File: src/greyscale_raster_engine_macros.svh
// assertion macros for the greyscale raster engine
// expects i_clk and i_rst_n in the scope of the user
`ifndef GREYSCALE_RASTER_ENGINE_MACROS_SVH
`define GREYSCALE_RASTER_ENGINE_MACROS_SVH

`ifndef SYNTHESIS
`define GRE_ASSERT_NOW(lbl, ante, cons) \
    lbl: assert property (@(posedge i_clk) disable iff (!i_rst_n) (ante) |-> (cons)) \
        else $error("greyscale raster engine check failed");
`define GRE_ASSERT_NEXT(lbl, ante, cons) \
    lbl: assert property (@(posedge i_clk) disable iff (!i_rst_n) (ante) |=> (cons)) \
        else $error("greyscale raster engine check failed");
`else
`define GRE_ASSERT_NOW(lbl, ante, cons)
`define GRE_ASSERT_NEXT(lbl, ante, cons)
`endif

`endif

File: src/gre_pkg.sv
// shared types and constants of the greyscale raster engine
// no dependencies
package gre_pkg;

    localparam logic [2:0] KIND_CLEAR   = 3'd0;
    localparam logic [2:0] KIND_SET     = 3'd1;
    localparam logic [2:0] KIND_READ    = 3'd2;
    localparam logic [2:0] KIND_FILL    = 3'd3;
    localparam logic [2:0] KIND_OUTLINE = 3'd4;
    localparam logic [2:0] KIND_BLEND   = 3'd5;

    localparam logic [1:0] REG_FRAME_WIDTH  = 2'd0;
    localparam logic [1:0] REG_FRAME_HEIGHT = 2'd1;
    localparam logic [1:0] REG_PAPER_GREY   = 2'd2;

    localparam logic [1:0] PH_TOP    = 2'd0;
    localparam logic [1:0] PH_BOTTOM = 2'd1;
    localparam logic [1:0] PH_LEFT   = 2'd2;
    localparam logic [1:0] PH_RIGHT  = 2'd3;

    localparam logic [8:0]  FRAME_RESET = 9'd256;
    localparam logic [7:0]  PAPER_RESET = 8'd255;
    localparam logic [3:0]  BLEND_FULL  = 4'd15;
    localparam logic [11:0] RECIP15     = 12'd2185;
    localparam int          RECIP_SHIFT = 15;

    typedef struct packed {
        logic capture;
        logic pix_write;
        logic pix_read;
        logic clr_step;
        logic rect_setup;
        logic rect_step;
        logic phase_next;
        logic mul_step;
        logic blend_wr;
    } t_dp_cmd;

    typedef struct packed {
        logic clr_last;
        logic rect_empty;
        logic rect_last;
        logic rect_more;
    } t_dp_sts;

endpackage

File: src/gre_ctrl.sv
// command sequencer of the greyscale raster engine
// depends on gre_pkg, drives gre_datapath
module gre_ctrl (
    input  logic             i_clk,
    input  logic             i_rst_n,
    input  logic             i_start,
    input  logic [2:0]       i_kind,
    input  gre_pkg::t_dp_sts i_sts,
    output gre_pkg::t_dp_cmd o_cmd,
    output logic             o_busy,
    output logic             o_done
);

    typedef enum logic [6:0] {
        S_IDLE   = 7'b0000001,
        S_INIT   = 7'b0000010,
        S_CLEAR  = 7'b0000100,
        S_RSETUP = 7'b0001000,
        S_RWALK  = 7'b0010000,
        S_BMUL   = 7'b0100000,
        S_BWR    = 7'b1000000
    } t_state;

    t_state r_state;
    t_state n_state;
    logic   r_done;
    logic   n_done;

    always_comb begin
        n_state = r_state;
        n_done  = 1'b0;
        o_cmd   = '0;
        case (r_state)
            S_IDLE: begin
                if (i_start) begin
                    o_cmd.capture = 1'b1;
                    case (i_kind)
                        gre_pkg::KIND_CLEAR: begin
                            n_state = S_CLEAR;
                        end
                        gre_pkg::KIND_SET: begin
                            o_cmd.pix_write = 1'b1;
                            n_done          = 1'b1;
                        end
                        gre_pkg::KIND_READ: begin
                            o_cmd.pix_read = 1'b1;
                            n_done         = 1'b1;
                        end
                        gre_pkg::KIND_FILL, gre_pkg::KIND_OUTLINE: begin
                            n_state = S_RSETUP;
                        end
                        gre_pkg::KIND_BLEND: begin
                            o_cmd.pix_read = 1'b1;
                            n_state        = S_BMUL;
                        end
                        default: begin
                            n_done = 1'b1;
                        end
                    endcase
                end
            end
            S_INIT: begin
                o_cmd.clr_step = 1'b1;
                if (i_sts.clr_last) begin
                    n_state = S_IDLE;
                end
            end
            S_CLEAR: begin
                o_cmd.clr_step = 1'b1;
                if (i_sts.clr_last) begin
                    n_state = S_IDLE;
                    n_done  = 1'b1;
                end
            end
            S_RSETUP: begin
                o_cmd.rect_setup = 1'b1;
                n_state          = S_RWALK;
            end
            S_RWALK: begin
                o_cmd.rect_step = !i_sts.rect_empty;
                if (i_sts.rect_empty || i_sts.rect_last) begin
                    if (i_sts.rect_more) begin
                        o_cmd.phase_next = 1'b1;
                        n_state          = S_RSETUP;
                    end else begin
                        n_state = S_IDLE;
                        n_done  = 1'b1;
                    end
                end
            end
            S_BMUL: begin
                o_cmd.mul_step = 1'b1;
                n_state        = S_BWR;
            end
            S_BWR: begin
                o_cmd.blend_wr = 1'b1;
                n_state        = S_IDLE;
                n_done         = 1'b1;
            end
            default: begin
                n_state = S_IDLE;
            end
        endcase
    end

    always_ff @(posedge i_clk) begin
        if (!i_rst_n) begin
            r_state <= S_INIT;
            r_done  <= 1'b0;
        end else begin
            r_state <= n_state;
            r_done  <= n_done;
        end
    end

    assign o_busy = (r_state != S_IDLE);
    assign o_done = r_done;

endmodule

File: config.mk
export PLATFORM = sky130hd
export DESIGN_NAME = gre_ctrl
export DESIGN_NICKNAME = d
export VERILOG_FILES = /design/src/greyscale_raster_engine_macros.svh /design/src/gre_pkg.sv /design/src/gre_ctrl.sv
export SDC_FILE = /design/constraint.sdc
export NUM_CORES = 1
export LEC_CHECK = 0
export BUFFER_PORTS_ARGS = -buffer_cell sky130_fd_sc_hd__buf_2
export CORE_MARGIN = 1.5
export CORE_UTILIZATION = 35
export CTS_BUF_LIST = sky130_fd_sc_hd__clkbuf_8
export DETAILED_ROUTE_END_ITERATION = 8
export HOLD_SLACK_MARGIN = 0.08
export PLACE_DENSITY = 0.64
export SLEW_MARGIN = 20
export SYNTH_ARGS = -nofsm -noshare
export SYNTH_HDL_FRONTEND = slang
export SYNTH_SLANG_ARGS = --single-unit
File: constraint.sdc
create_clock -name i_clk -period 1.7 [get_ports i_clk]
set_input_delay 0.085 -clock i_clk [delete_from_list [all_inputs] [get_ports i_clk]]
set_output_delay 0.085 -clock i_clk [all_outputs]
set_load 0.01 [all_outputs]
==> results.md <==
- WP data arrival: 1.56 ns
- Yosys reg bits: 8
- 1st-pass router iterations: 4
- Starting Density: 0.371
- Synth area leaders: dfxtp_1 (29%), nand2_1 (6.7%), nor2_1 (6.7%)
- Max rail drop VDD: 0.436 mV
- Final setup viols: 0
- Row count: 14
- Register area share after synthesis: 0.286
- I/O pins: 21
- Max layer used: met4
- Synth Area in Compound Gates: 0.179
- Die height: 43.0 um
- Sw Ratio: 0.273
- Final Hold Fails: 0
- Worst Tran Pin Value: around 0.36 ns
- Cell Count Post-Placement: around 110
- Wl on met1: 575 um
- Via count: 588
- Vias in the first global route: 553
- Post-layout util: 0.507
- Most frequent cells after synthesis: nand2_1 (10), nor2_1 (10), dfxtp_1 (8)
- Hold Crit Class: in2reg
- Slowest-stage cell, CP: dfxtp_2
- Met3 wire length: 77 um
- Worst-path fanout max: 6
- Routed len/inst: 12.2 um
- Layout cells sized above 1: 0.442
- Data required, critical path: about 1.6 ns
- Total GRT Usage: 0.177
- Clk_lat worst skew: 0.23 ns
- Pint: ~0.42 mW
- Die width: around 43 um
- Max Clock Freq: 607 MHz
- Post-synth EDFFs: 0
- Number of clock sinks: 8
- DRC: 0
- Status: completed
- Post-synthesis mux area share: 0.0179
- Via density per instance: 5.30
- Post-synthesis net count: approximately 80
- Final-stage net count: about 110
- Area share of the largest cell type after synthesis: 0.286
- Async set or reset register ratio after synthesis: 0
- Largest stage delay, worst path: 0.35 ns
- Final ANT Viol Nets: 0
- Final worst slack: 0.0514 ns
- Netlist cell types: 30
- Cells after Synth: between 60 and 70
- Synth area leader: dfxtp_1
- Synth warn: 0
- Total Wirelength: ~1.4 mm
- Power Dens Cells: 756 nW/um2
- Share of power burned in registers: 0.366
- Clock share of power: 0.388
- Slew Limit Fails: 0
- Num CTS Buffers: 3
- Post-Synth Simple-Gate Area: 0.412
- WP buf/inv: 3
- Pre-CTS setup slack: ~0.21 ns
- Diodes inserted: 0
- Initial detailed-routing violation count: 8
- Fill count: 150
- Pwr Total: 0.578 mW
- Clk slew on worst S/H paths: 0.04 ns
- Hold Slack: around 0.086 ns
- Die area: 1850 um2
- Worst setup startpoint: r_state[1]
- Root buffer cell: clkbuf_8
- Clk buf depth: 2
- Met2 WL: around 630 um
- Final worst path period share: 0.970
- CTS tree: yes
- Post-detail-place hpwl: approximately 1000 um
- Core area: roughly 1500 um2
- CP top delay family: simple AND/OR/NAND/NOR gates
- H-tree lvl count: 1
- CP Cell Sequence: nor3_4, nand4b_1, buf_4, inv_1, nand2_1, nor2_1, buf_2
- Minimum clock period: 1.65 ns
- Reg-to-reg critical path startpoint: r_state[2]
- Hold buffer count at CTS: 0
- Global-route wire length before repair: 2.33 mm
- Max-slew headroom: 0.758
- Synthesized area: 559 um2
- Combinational share of power: 0.246
- Kind of critical path: reg2out
- Worst setup EP type: output port
- Largest net degree at the start of global routing: 8
- Leakage: 0.345 nW
- P&R area growth vs syn: 36.7%
- Final Wtd Congestion: 0.871
- Primary FF master, synth: dfxtp_1
- Port bufs: 20
- Post-Syn Area per Cell: 8.22 um2
- NetSw: 0.158 mW
- Critical path launch point type: flip-flop
- Initial antenna violation count: 0
- Max-cap viol count: 0
- Fin Clk Skew: 0.00273 ns
- Largest family of logic cells by synthesized area: simple AND/OR/NAND/NOR gates
- Hold path start: i_rst_n
- Non-filler instance count after layout: 111
- Post-Synth XOR/XNOR Area: 0.0805
- Overflow after GRT: 0
- Synth Area in Adders: 0
## repair_timing
| action | in CTS | in global routing |
|---|---|---|
| cloned | 0 | 0 |
| setup endpoints to repair | 1 | 8 |
| buffers inserted | 2 | 1 |
| resized for setup | 0 | 5 |
| pin swaps | 2 | 1 |
## per-stage QoR
step                      instance area (um2)  TNS [ns]
final                                     764         0
after global routing                      764   -0.0948
after detailed placement                  687         0
after global placement                    687         0
after floorplan                           559         0
after CTS                                 743         0
## path summary, 6_finish.rpt
check / slack, ns / end / cells past startpoint
worst min register to register: 0.53 / r_state[1] / 2
worst max register to register: 0.10 / r_state[5] / 7
worst min-delay path: 0.09 / r_state[1] / 2
worst max-delay path: 0.05 / o_cmd[2] / 7
## cell usage in the layout (no fill, tap or decap), drive strengths merged
| cell | n |
|---|---|
| a211oi | 1 |
| a21oi | 4 |
| and2b | 1 |
| and4b | 1 |
| buf | 24 |
| clkbuf | 3 |
| dfxtp | 8 |
| inv | 3 |
| mux2i | 1 |
| nand2 | 10 |
| nand2b | 2 |
| nand3 | 2 |
| nand3b | 3 |
| nand4 | 1 |
| nand4b | 1 |
| nor2 | 10 |
| nor3 | 4 |
| nor3b | 1 |
| nor4 | 1 |
| o211ai | 1 |
| o21a | 3 |
| o21ai | 2 |
| o32ai | 2 |
| or2 | 1 |
| or2b | 1 |
| or3b | 1 |
| xnor2 | 1 |
| xor2 | 2 |
## registers in the layout (all words and copies together) (netlist names)
name / flops
r_state: 7
o_done: 1
## cells by family after synthesis
logic type	count (synthesis)
compound gates	13
xor+xnor	3
buf+inv	3
flops	8
mux	1
simple gates	40
## area by class of cell
| cell class | instances | area (um2) | area share |
|---|---|---|---|
| clock buffer | 3 | 41.3 | 0.0540 |
| inverter | 3 | 13.8 | 0.0180 |
| multi-input combinational | 57 | 397 | 0.519 |
| sequential | 8 | 163 | 0.213 |
| tap | 16 | 20.0 | 0.0262 |
| timing repair buffer | 24 | 130 | 0.170 |
## power by group through the flow
stage                     sequential [mW]  combinational [mW]  clock [mW]
after global placement              0.211               0.127           0
final                               0.211               0.142       0.224
after global routing                0.213               0.158       0.242
after CTS                           0.208               0.135       0.233
after floorplan                     0.209              0.0891           0
after detailed placement            0.211               0.128           0
## metal layers
metal	GRT usage	up-vias
met2	0.264	25
met5	0	-
li1	-	298
met3	0.0511	9
met4	0.152	0
met1	0.204	256
(Power assumes the default switching activity.)
